File: src/hdl/lr_pkg.sv
package lr_pkg;

   // Coordinate width used when the top level is not overridden (8 to 16).
   localparam int DEFAULT_COORD_BITS = 12;

   localparam int COLOR_BITS = 16;

   // Command queue between setup and stepper, and result queue at the output.
   localparam int CMD_QUEUE_DEPTH = 4;
   localparam int RSP_QUEUE_DEPTH = 2;

   typedef enum logic {
      MODE_START   = 1'b0,
      MODE_ADVANCE = 1'b1
   } mode_type;

endpackage

File: src/hdl/lr_fifo.sv
module lr_fifo #(
   parameter int WIDTH = 8,
   parameter int DEPTH = 2
) (
   input  logic                       clock,
   input  logic                       reset,
   input  logic                       push,
   input  logic [WIDTH-1:0]           push_data,
   input  logic                       pop,
   output logic [WIDTH-1:0]           pop_data,
   output logic                       empty,
   output logic [$clog2(DEPTH+1)-1:0] count
);

   localparam int PTR_BITS = $clog2(DEPTH);
   localparam int CNT_BITS = $clog2(DEPTH + 1);
   localparam logic [PTR_BITS-1:0] LAST_PTR = PTR_BITS'(DEPTH - 1);
   localparam logic [CNT_BITS-1:0] FULL_CNT = CNT_BITS'(DEPTH);

   logic [WIDTH-1:0]    entry_ff [DEPTH];
   logic [PTR_BITS-1:0] wr_ptr_ff, wr_ptr_in;
   logic [PTR_BITS-1:0] rd_ptr_ff, rd_ptr_in;
   logic [CNT_BITS-1:0] count_ff, count_in;
   logic                full;
   logic                do_push, do_pop;

   assign empty    = (count_ff == '0);
   assign full     = (count_ff == FULL_CNT);
   assign count    = count_ff;
   assign pop_data = entry_ff[rd_ptr_ff];

   assign do_push = push & ~full;
   assign do_pop  = pop & ~empty;

   always_comb begin
      wr_ptr_in = wr_ptr_ff;
      rd_ptr_in = rd_ptr_ff;
      count_in  = count_ff;
      if (do_push) begin
         wr_ptr_in = (wr_ptr_ff == LAST_PTR) ? '0 : wr_ptr_ff + 1'b1;
      end
      if (do_pop) begin
         rd_ptr_in = (rd_ptr_ff == LAST_PTR) ? '0 : rd_ptr_ff + 1'b1;
      end
      unique case ({do_push, do_pop})
         2'b10:   count_in = count_ff + 1'b1;
         2'b01:   count_in = count_ff - 1'b1;
         default: count_in = count_ff;
      endcase
   end

   always_ff @(posedge clock) begin
      if (reset) begin
         wr_ptr_ff <= '0;
         rd_ptr_ff <= '0;
         count_ff  <= '0;
      end else begin
         wr_ptr_ff <= wr_ptr_in;
         rd_ptr_ff <= rd_ptr_in;
         count_ff  <= count_in;
      end
   end

   always_ff @(posedge clock) begin
      if (do_push) begin
         entry_ff[wr_ptr_ff] <= push_data;
      end
   end

endmodule

File: src/hdl/lr_front.sv
module lr_front #(
   parameter int COORD_BITS = lr_pkg::DEFAULT_COORD_BITS
) (
   input  logic                          clock,
   input  logic                          reset,
   input  logic                          in_valid,
   input  logic                          in_mode,
   input  logic signed [COORD_BITS-1:0]  in_start_x,
   input  logic signed [COORD_BITS-1:0]  in_start_y,
   input  logic signed [COORD_BITS-1:0]  in_end_x,
   input  logic signed [COORD_BITS-1:0]  in_end_y,
   input  logic [lr_pkg::COLOR_BITS-1:0] in_color,
   output logic [1:0]                    in_flight,
   output logic                          out_valid,
   output logic                          out_is_start,
   output logic signed [COORD_BITS-1:0]  out_x1,
   output logic signed [COORD_BITS-1:0]  out_y1,
   output logic [COORD_BITS:0]           out_dx,
   output logic [COORD_BITS:0]           out_dy,
   output logic                          out_sxn,
   output logic                          out_syn,
   output logic                          out_xmaj,
   output logic signed [COORD_BITS+2:0]  out_err0,
   output logic [lr_pkg::COLOR_BITS-1:0] out_color
);

   localparam int C = COORD_BITS;
   localparam int E = COORD_BITS + 3;

   // stage 1: absolute deltas and step directions
   logic                          s1_valid_ff;
   logic                          s1_start_ff, s1_start_in;
   logic signed [C-1:0]           s1_x1_ff, s1_y1_ff;
   logic [C:0]                    s1_dx_ff, s1_dx_in, s1_dy_ff, s1_dy_in;
   logic                          s1_sxn_ff, s1_sxn_in, s1_syn_ff, s1_syn_in;
   logic [lr_pkg::COLOR_BITS-1:0] s1_color_ff;

   // stage 2: major axis and first error term
   logic                          s2_valid_ff;
   logic                          s2_start_ff;
   logic signed [C-1:0]           s2_x1_ff, s2_y1_ff;
   logic [C:0]                    s2_dx_ff, s2_dy_ff;
   logic                          s2_sxn_ff, s2_syn_ff;
   logic                          s2_xmaj_ff, s2_xmaj_in;
   logic signed [E-1:0]           s2_err0_ff, s2_err0_in;
   logic [lr_pkg::COLOR_BITS-1:0] s2_color_ff;

   logic signed [C:0] x1_ext, y1_ext, x2_ext, y2_ext;
   logic              x_gt, y_gt;
   logic [C:0]        major, minor;

   always_comb begin
      x1_ext      = {in_start_x[C-1], in_start_x};
      y1_ext      = {in_start_y[C-1], in_start_y};
      x2_ext      = {in_end_x[C-1], in_end_x};
      y2_ext      = {in_end_y[C-1], in_end_y};
      x_gt        = (in_end_x > in_start_x);
      y_gt        = (in_end_y > in_start_y);
      s1_dx_in    = x_gt ? (x2_ext - x1_ext) : (x1_ext - x2_ext);
      s1_dy_in    = y_gt ? (y2_ext - y1_ext) : (y1_ext - y2_ext);
      s1_sxn_in   = ~x_gt;
      s1_syn_in   = ~y_gt;
      s1_start_in = (lr_pkg::mode_type'(in_mode) == lr_pkg::MODE_START);
   end

   always_comb begin
      s2_xmaj_in = (s1_dx_ff > s1_dy_ff);
      major      = s2_xmaj_in ? s1_dx_ff : s1_dy_ff;
      minor      = s2_xmaj_in ? s1_dy_ff : s1_dx_ff;
      // error after its first gain: 2*minor - major
      s2_err0_in = {1'b0, minor, 1'b0} - {2'b00, major};
   end

   always_ff @(posedge clock) begin
      if (reset) begin
         s1_valid_ff <= 1'b0;
         s2_valid_ff <= 1'b0;
      end else begin
         s1_valid_ff <= in_valid;
         s2_valid_ff <= s1_valid_ff;
      end
   end

   always_ff @(posedge clock) begin
      s1_start_ff <= s1_start_in;
      s1_x1_ff    <= in_start_x;
      s1_y1_ff    <= in_start_y;
      s1_dx_ff    <= s1_dx_in;
      s1_dy_ff    <= s1_dy_in;
      s1_sxn_ff   <= s1_sxn_in;
      s1_syn_ff   <= s1_syn_in;
      s1_color_ff <= in_color;

      s2_start_ff <= s1_start_ff;
      s2_x1_ff    <= s1_x1_ff;
      s2_y1_ff    <= s1_y1_ff;
      s2_dx_ff    <= s1_dx_ff;
      s2_dy_ff    <= s1_dy_ff;
      s2_sxn_ff   <= s1_sxn_ff;
      s2_syn_ff   <= s1_syn_ff;
      s2_xmaj_ff  <= s2_xmaj_in;
      s2_err0_ff  <= s2_err0_in;
      s2_color_ff <= s1_color_ff;
   end

   assign in_flight    = {1'b0, s1_valid_ff} + {1'b0, s2_valid_ff};
   assign out_valid    = s2_valid_ff;
   assign out_is_start = s2_start_ff;
   assign out_x1       = s2_x1_ff;
   assign out_y1       = s2_y1_ff;
   assign out_dx       = s2_dx_ff;
   assign out_dy       = s2_dy_ff;
   assign out_sxn      = s2_sxn_ff;
   assign out_syn      = s2_syn_ff;
   assign out_xmaj     = s2_xmaj_ff;
   assign out_err0     = s2_err0_ff;
   assign out_color    = s2_color_ff;

endmodule

File: src/hdl/lr_back.sv
module lr_back #(
   parameter int COORD_BITS = lr_pkg::DEFAULT_COORD_BITS
) (
   input  logic                          clock,
   input  logic                          reset,
   input  logic                          cmd_avail,
   input  logic                          cmd_is_start,
   input  logic signed [COORD_BITS-1:0]  cmd_x1,
   input  logic signed [COORD_BITS-1:0]  cmd_y1,
   input  logic [COORD_BITS:0]           cmd_dx,
   input  logic [COORD_BITS:0]           cmd_dy,
   input  logic                          cmd_sxn,
   input  logic                          cmd_syn,
   input  logic                          cmd_xmaj,
   input  logic signed [COORD_BITS+2:0]  cmd_err0,
   input  logic [lr_pkg::COLOR_BITS-1:0] cmd_color,
   input  logic                          rsp_full,
   output logic                          cmd_pop,
   output logic                          pix_push,
   output logic signed [COORD_BITS-1:0]  pix_x,
   output logic signed [COORD_BITS-1:0]  pix_y,
   output logic [lr_pkg::COLOR_BITS-1:0] pix_color,
   output logic                          pix_last
);

   localparam int C = COORD_BITS;
   localparam int E = COORD_BITS + 3;

   logic                          busy_ff, busy_in;
   logic signed [C-1:0]           cur_x_ff, cur_x_in, cur_y_ff, cur_y_in;
   logic [C:0]                    dx_ff, dy_ff, rem_ff, rem_in;
   logic                          sxn_ff, syn_ff, xmaj_ff;
   logic signed [E-1:0]           err_ff, err_in;
   logic [lr_pkg::COLOR_BITS-1:0] color_ff;

   logic                go, start, active, last, moving;
   logic                sel_xmaj, sel_sxn, sel_syn;
   logic [C:0]          sel_dx, sel_dy, major, minor;
   logic signed [C-1:0] base_x, base_y, step_x, step_y;
   logic signed [E-1:0] err_base, err_gain, err_t, err_dn;
   logic                err_ge;

   always_comb begin
      go      = cmd_avail & ~rsp_full;
      start   = cmd_is_start;
      active  = go & (start | busy_ff);
      cmd_pop = go;

      sel_xmaj = start ? cmd_xmaj : xmaj_ff;
      sel_dx   = start ? cmd_dx   : dx_ff;
      sel_dy   = start ? cmd_dy   : dy_ff;
      sel_sxn  = start ? cmd_sxn  : sxn_ff;
      sel_syn  = start ? cmd_syn  : syn_ff;
      base_x   = start ? cmd_x1   : cur_x_ff;
      base_y   = start ? cmd_y1   : cur_y_ff;
      major    = sel_xmaj ? sel_dx : sel_dy;
      minor    = sel_xmaj ? sel_dy : sel_dx;

      rem_in = start ? major : rem_ff - 1'b1;
      last   = (rem_in == '0);
      moving = active & ~last;

      // the start command already carries the gained error term
      err_base = start ? cmd_err0 : err_ff;
      err_gain = start ? '0 : {1'b0, minor, 1'b0};
      err_t    = err_base + err_gain;
      err_dn   = err_base + err_gain - {1'b0, major, 1'b0};
      err_ge   = ~err_t[E-1];

      step_x = sel_sxn ? base_x - 1'b1 : base_x + 1'b1;
      step_y = sel_syn ? base_y - 1'b1 : base_y + 1'b1;

      busy_in  = busy_ff;
      cur_x_in = cur_x_ff;
      cur_y_in = cur_y_ff;
      err_in   = err_ff;
      if (active) begin
         busy_in = ~last;
      end
      if (moving) begin
         cur_x_in = (sel_xmaj | err_ge) ? step_x : base_x;
         cur_y_in = (~sel_xmaj | err_ge) ? step_y : base_y;
         err_in   = err_ge ? err_dn : err_t;
      end

      pix_push  = active;
      pix_x     = base_x;
      pix_y     = base_y;
      pix_color = start ? cmd_color : color_ff;
      pix_last  = last;
   end

   always_ff @(posedge clock) begin
      if (reset) begin
         busy_ff <= 1'b0;
      end else begin
         busy_ff <= busy_in;
      end
   end

   always_ff @(posedge clock) begin
      cur_x_ff <= cur_x_in;
      cur_y_ff <= cur_y_in;
      err_ff   <= err_in;
      if (active) begin
         rem_ff <= rem_in;
      end
      if (go & start) begin
         dx_ff    <= cmd_dx;
         dy_ff    <= cmd_dy;
         sxn_ff   <= cmd_sxn;
         syn_ff   <= cmd_syn;
         xmaj_ff  <= cmd_xmaj;
         color_ff <= cmd_color;
      end
   end

endmodule

File: src/hdl/line_rasterizer.sv
// Channel  | Direction | Handshake             | Payload
// ---------+-----------+-----------------------+-------------------------------------------
// req_     | in        | req_push / req_full   | mode, start_x/y, end_x/y, pixel_color
// rsp_     | out       | rsp_pop / rsp_empty   | pixel_x, pixel_y, out_color, last_pixel
//
// One transaction per clock on both sides unless held by req_full or rsp_empty; a start,
// or an advance while a line is in progress, has its pixel on the rsp_ ports after the two
// setup stages, the command queue, the combinational stepper and the result queue.
// The stepper's single error add/compare per pixel gives one pixel a clock unless rq_full.
// Reset is synchronous: queues empty, no line in progress.
// req_full rises when the command queue plus setup stages hold CMD_QUEUE_DEPTH
// transactions; the stepper halts while the result queue is full.
module line_rasterizer #(
   parameter int COORD_BITS = lr_pkg::DEFAULT_COORD_BITS
) (
   input  logic                          clock,
   input  logic                          reset,
   input  logic                          req_push,
   output logic                          req_full,
   input  logic                          req_mode,
   input  logic signed [COORD_BITS-1:0]  req_start_x,
   input  logic signed [COORD_BITS-1:0]  req_start_y,
   input  logic signed [COORD_BITS-1:0]  req_end_x,
   input  logic signed [COORD_BITS-1:0]  req_end_y,
   input  logic [lr_pkg::COLOR_BITS-1:0] req_pixel_color,
   output logic                          rsp_empty,
   input  logic                          rsp_pop,
   output logic signed [COORD_BITS-1:0]  rsp_pixel_x,
   output logic signed [COORD_BITS-1:0]  rsp_pixel_y,
   output logic [lr_pkg::COLOR_BITS-1:0] rsp_out_color,
   output logic                          rsp_last_pixel
);

   localparam int C         = COORD_BITS;
   localparam int E         = COORD_BITS + 3;
   localparam int CB        = lr_pkg::COLOR_BITS;
   localparam int CMD_DEPTH = lr_pkg::CMD_QUEUE_DEPTH;
   localparam int RSP_DEPTH = lr_pkg::RSP_QUEUE_DEPTH;
   // start flag, x1, y1, dx, dy, step signs, major axis, error, color
   localparam int CMD_WIDTH = 1 + 2 * C + 2 * (C + 1) + 3 + E + CB;
   localparam int PIX_WIDTH = 2 * C + CB + 1;
   localparam int CMD_CNT_BITS = $clog2(CMD_DEPTH + 1);
   localparam int RSP_CNT_BITS = $clog2(RSP_DEPTH + 1);
   localparam int CREDIT_BITS  = CMD_CNT_BITS + 2;
   localparam logic [CREDIT_BITS-1:0] CREDIT_LIMIT = CREDIT_BITS'(CMD_DEPTH);
   localparam logic [RSP_CNT_BITS-1:0] RSP_FULL_CNT = RSP_CNT_BITS'(RSP_DEPTH);

   logic req_accept;

   // front -> command queue
   logic [1:0]          fr_in_flight;
   logic                fr_valid, fr_is_start, fr_sxn, fr_syn, fr_xmaj;
   logic signed [C-1:0] fr_x1, fr_y1;
   logic [C:0]          fr_dx, fr_dy;
   logic signed [E-1:0] fr_err0;
   logic [CB-1:0]       fr_color;

   // command queue -> back
   logic [CMD_WIDTH-1:0]    cq_in_data, cq_out_data;
   logic                    cq_empty, cq_pop;
   logic [CMD_CNT_BITS-1:0] cq_count;
   logic                    bk_is_start, bk_sxn, bk_syn, bk_xmaj;
   logic signed [C-1:0]     bk_x1, bk_y1;
   logic [C:0]              bk_dx, bk_dy;
   logic signed [E-1:0]     bk_err0;
   logic [CB-1:0]           bk_color;

   // back -> result queue
   logic                    pix_push, pix_last, rq_full;
   logic signed [C-1:0]     pix_x, pix_y;
   logic [CB-1:0]           pix_color;
   logic [PIX_WIDTH-1:0]    rq_in_data, rq_out_data;
   logic [RSP_CNT_BITS-1:0] rq_count;

   logic [CREDIT_BITS-1:0] credit_used;

   // Setup stages never stall: a transaction is only taken when the command
   // queue has room for it and for everything already in the setup stages.
   assign credit_used = CREDIT_BITS'(cq_count) + CREDIT_BITS'(fr_in_flight);
   assign req_full    = (credit_used >= CREDIT_LIMIT);
   assign req_accept  = req_push & ~req_full;

   lr_front #(
      .COORD_BITS(COORD_BITS)
   ) u_front (
      .clock        (clock),
      .reset        (reset),
      .in_valid     (req_accept),
      .in_mode      (req_mode),
      .in_start_x   (req_start_x),
      .in_start_y   (req_start_y),
      .in_end_x     (req_end_x),
      .in_end_y     (req_end_y),
      .in_color     (req_pixel_color),
      .in_flight    (fr_in_flight),
      .out_valid    (fr_valid),
      .out_is_start (fr_is_start),
      .out_x1       (fr_x1),
      .out_y1       (fr_y1),
      .out_dx       (fr_dx),
      .out_dy       (fr_dy),
      .out_sxn      (fr_sxn),
      .out_syn      (fr_syn),
      .out_xmaj     (fr_xmaj),
      .out_err0     (fr_err0),
      .out_color    (fr_color)
   );

   assign cq_in_data = {fr_is_start, fr_x1, fr_y1, fr_dx, fr_dy,
                        fr_sxn, fr_syn, fr_xmaj, fr_err0, fr_color};

   // The credit check keeps the command queue from overflowing.
   lr_fifo #(
      .WIDTH(CMD_WIDTH),
      .DEPTH(CMD_DEPTH)
   ) u_cmd_queue (
      .clock     (clock),
      .reset     (reset),
      .push      (fr_valid),
      .push_data (cq_in_data),
      .pop       (cq_pop),
      .pop_data  (cq_out_data),
      .empty     (cq_empty),
      .count     (cq_count)
   );

   assign {bk_is_start, bk_x1, bk_y1, bk_dx, bk_dy,
           bk_sxn, bk_syn, bk_xmaj, bk_err0, bk_color} = cq_out_data;

   lr_back #(
      .COORD_BITS(COORD_BITS)
   ) u_back (
      .clock        (clock),
      .reset        (reset),
      .cmd_avail    (~cq_empty),
      .cmd_is_start (bk_is_start),
      .cmd_x1       (bk_x1),
      .cmd_y1       (bk_y1),
      .cmd_dx       (bk_dx),
      .cmd_dy       (bk_dy),
      .cmd_sxn      (bk_sxn),
      .cmd_syn      (bk_syn),
      .cmd_xmaj     (bk_xmaj),
      .cmd_err0     (bk_err0),
      .cmd_color    (bk_color),
      .rsp_full     (rq_full),
      .cmd_pop      (cq_pop),
      .pix_push     (pix_push),
      .pix_x        (pix_x),
      .pix_y        (pix_y),
      .pix_color    (pix_color),
      .pix_last     (pix_last)
   );

   assign rq_in_data = {pix_x, pix_y, pix_color, pix_last};

   // Result queue decouples the stepper from the consumer's pop; the stepper
   // halts while it is full.
   assign rq_full = (rq_count == RSP_FULL_CNT);

   lr_fifo #(
      .WIDTH(PIX_WIDTH),
      .DEPTH(RSP_DEPTH)
   ) u_rsp_queue (
      .clock     (clock),
      .reset     (reset),
      .push      (pix_push),
      .push_data (rq_in_data),
      .pop       (rsp_pop),
      .pop_data  (rq_out_data),
      .empty     (rsp_empty),
      .count     (rq_count)
   );

   assign {rsp_pixel_x, rsp_pixel_y, rsp_out_color, rsp_last_pixel} = rq_out_data;

endmodule

File: config.mk
export PLATFORM = sky130hd
export DESIGN_NAME = line_rasterizer
export DESIGN_NICKNAME = d
export VERILOG_FILES = /design/src/hdl/lr_pkg.sv /design/src/hdl/lr_fifo.sv /design/src/hdl/lr_front.sv /design/src/hdl/lr_back.sv /design/src/hdl/line_rasterizer.sv
export SDC_FILE = /design/constraint.sdc
export NUM_CORES = 1
export LEC_CHECK = 0
export BUFFER_PORTS_ARGS = -buffer_cell sky130_fd_sc_hd__buf_4
export CAP_MARGIN = 20
export CORE_MARGIN = 5
export CORE_UTILIZATION = 60
export CTS_BUF_LIST = sky130_fd_sc_hd__clkbuf_8
export DETAILED_ROUTE_END_ITERATION = 12
export PLACE_DENSITY = 0.78
export SLEW_MARGIN = 10
export SYNTH_ARGS = -nofsm -noshare
export SYNTH_HDL_FRONTEND = slang
export SYNTH_SLANG_ARGS = --single-unit
export TNS_END_PERCENT = 1
File: constraint.sdc
create_clock -name clock -period 7 [get_ports clock]
set_input_delay 0 -clock clock [delete_from_list [all_inputs] [get_ports clock]]
set_output_delay 0 -clock clock [all_outputs]
set_load 0.1 [all_outputs]
==> run metrics <==
status finished clean; Avg Inst Size Synth 14.1 sq um; Hold Vio Cnt, Final 0; Overall Global Routing Usage 23.7%; RePlAce Congestion 0.871; # nets final 2,617; Root Driver clkbuf_8; Fmax achieved 179 MHz; die height 233 microns; Synthesized Nets 2,326; WL final 62,800 microns; EDFF count, synth 514; Core Region 0.0491 sq mm; ys async rst share 0%; Overall Power 18.1 mW; hold crit path type in2reg; antenna violations before repair 0; first-pass GRT wire length 100,000 microns; area fraction of the dominant cell type after synthesis 51.8%; H-tree levels 3; final worst slack 1.42 ns; Layout Utilization 71.1%; CTS tree done; GR Util met1 31.7%; global routing's busiest layer met2; DRC Markers 0; Die X 233 microns; Layout area overhead 16.9%; most frequent cells in the layout 514 x edfxtp_1, 225 x nand2_1, 180 x inv_1; vias in the first global route 18,600; Port Buffers 111; Crit Path Max Fanout 38; # resized after CTS 0; pre-CTS WS 1.44 ns; Final min period 5.58 ns; commonest non-fill, non-tap cell in the layout edfxtp_1; final setup fails 0; Inserted Diodes 0; largest net degree at the start of global routing 54; post-synthesis register bit count 684; Synth area leaders edfxtp_1 52%, dfxtp_1 11%, mux4_2 6.4%; post-DP HPWL 41,900 microns; Netlist cell types 74; yosys warns 0; final period utilization 79.7%; Synth Instances 2,107; Worst setup SP type flip-flop; worst path required time 7.54 ns; gr ovfl total 0; post-CTS setup buffers 0; Seq/Total Area, Yosys 63.2%; Rows 81; layout cells sized above 1 19.2%; Slew Limit Headroom 28.8%; worst-margin pin slew 1.07 ns; top_reg_cell synth edfxtp_1; RSZ-0062 raised after global routing false; Initial Utilization 60.8%; via count 17,800; I/O pins 112; Initial DRC Count 1,180; clock skew 0.0349 ns; ANT nets after route 0; M2 GR Usage 40.1%; Lkg Pwr 13.4 nW; clk slew on worst S/H paths 0.06 ns; largest area contributor in the synthesized netlist edfxtp_1; die area 0.0542 sq mm; crit path DAT 6.12 ns; Crit. End Element flip-flop; Via density 5.65; kind of critical path reg2reg; routed len/inst 19.9 microns; pwr/cell area 519 mW/mm^2; number of buffers created by CTS 105; Fin Setup TNS 0 ns; Peak VDD IR 0.405 mV; final max-slew violation count 0; CTS Sinks 684; met3 Use GR 3.77%; insertion delay to the later sink of the worst-skew pair 0.70 ns; Pre-antenna DRT Iters 5; clk buf depth 3; total of max-cap violations 0; Post-Syn Area 0.0298 sq mm
-- flip-flops by register name, summed over array words and instances (netlist names), 13 cells and up, named ones only --
signal / cells
u_front.s1_dy_ff: 13
u_back.dx_ff: 13
u_front.out_err0: 14
u_front.s1_color_ff: 16
u_back.rem_ff: 13
u_front.out_dx: 13
u_front.out_dy: 13
u_back.color_ff: 16
u_cmd_queue.entry_ff: 336
u_back.dy_ff: 13
u_back.err_ff: 14
u_front.out_color: 16
u_front.s1_dx_ff: 13
u_rsp_queue.entry_ff: 82
-- critical path: stages, from the launching register on --
cell	delay [ns]
dfxtp_4	0.42
mux4_4	0.96
mux2i_4	0.61
nand2_1	0.10
nand3_1	0.12
o21ai_0	0.14
fa_1	0.56
ha_1	0.31
a21o_1	0.18
a21oi_1	0.21
nor2b_1	0.08
o21a_1	0.21
o311a_1	0.32
a2111oi_0	0.43
nor3_1	0.17
or4_1	0.49
nand4_1	0.10
-- kinds of logic after synthesis --
| family | count (synthesis) | share of synthesized area [%] |
|---|---|---|
| buf+inv | 213 | 2.81 |
| xor+xnor | 82 | 2.41 |
| compound gates | 285 | 6.38 |
| fa+ha+maj | 150 | 6.87 |
| mux | 217 | 11.3 |
| flops | 684 | 63.2 |
| simple gates | 476 | 7.00 |
-- synthesized netlist by cell type (5+ instances only) --
library cell  count
a211oi_1         11
a21boi_0         19
a21o_1           17
a21oi_1          93
a31oi_1           7
and3_1           11
buf_1            13
buf_2            19
clkbuf_1         31
dfxtp_1         170
edfxtp_1        514
fa_1             23
ha_1            127
inv_1           146
mux2_1           12
mux2_2           73
mux2i_1          44
mux4_2           85
nand2_1         225
nand2b_1          9
nand3_1          23
nand4_1           9
nor2_1          114
nor2b_1          25
nor3_1           27
nor4_1            8
o21a_1           12
o21ai_0          47
o21ai_1          10
o21bai_1         12
o41ai_2           5
or3_1             6
xnor2_1          58
xor2_1           24
-- routing by layer --
layer / routed length (microns) / part of all wire, %
met3: 3580 / 5.7
met5: 0 / 0
met2: 31100 / 50
met4: 1640 / 2.6
met1: 26500 / 42
-- where the power goes --
group          internal [mW]  switching, mW  leakage [nW]
Clock                   1.87           1.53          1.26
Sequential              5.60          0.440          6.11
Combinational           3.36           5.29          5.98
Total                   10.8           7.27          13.4
-- worst paths after layout --
check | start | to | slack (ns) | cells after the start
worst max register to register | flip-flop | u_back.err_ff[14]$_SDFFCE_PN1P_ | 1.42 | 16
worst max-delay path | flip-flop | u_back.err_ff[14]$_SDFFCE_PN1P_ | 1.42 | 16
worst min register to register | u_front.s1_color_ff[12]$_DFF_P_ | u_front.out_color[12]$_DFF_P_ | 0.32 | 0
worst min-delay path | req_end_x[6] | u_front.s1_dx_ff[6]$_DFF_P_ | 0.12 | 4
-- area by class of cell --
| type | instances | area, sq um |
|---|---|---|
| Clock inverter | 79 | 588 |
| Clock buffer | 119 | 1640 |
| Multi-Input combinational cell | 1210 | 10200 |
| Inverter | 147 | 552 |
| Tap cell | 664 | 831 |
| Fill cell | 3098 | 14200 |
| Sequential cell | 684 | 18800 |
| Timing Repair Buffer | 250 | 2190 |
-- through the flow --
stage	instances	hold WS [ns]	area, sq um
after detailed placement	2836	0.106	31400
after floorplan	2107	0.0277	29800
after global routing	3153	0.139	34900
after CTS	3153	0.0650	34900
final	3153	0.116	34900
after global placement	2835	0.106	31400
-- repair_timing --
item | in CTS | in global routing
hold buffers | 119 | 0
setup endpoints to repair | 0 | 0
hold endpoints to repair | 85 | 0
No activity file was read; power rests on OpenSTA's default activity.
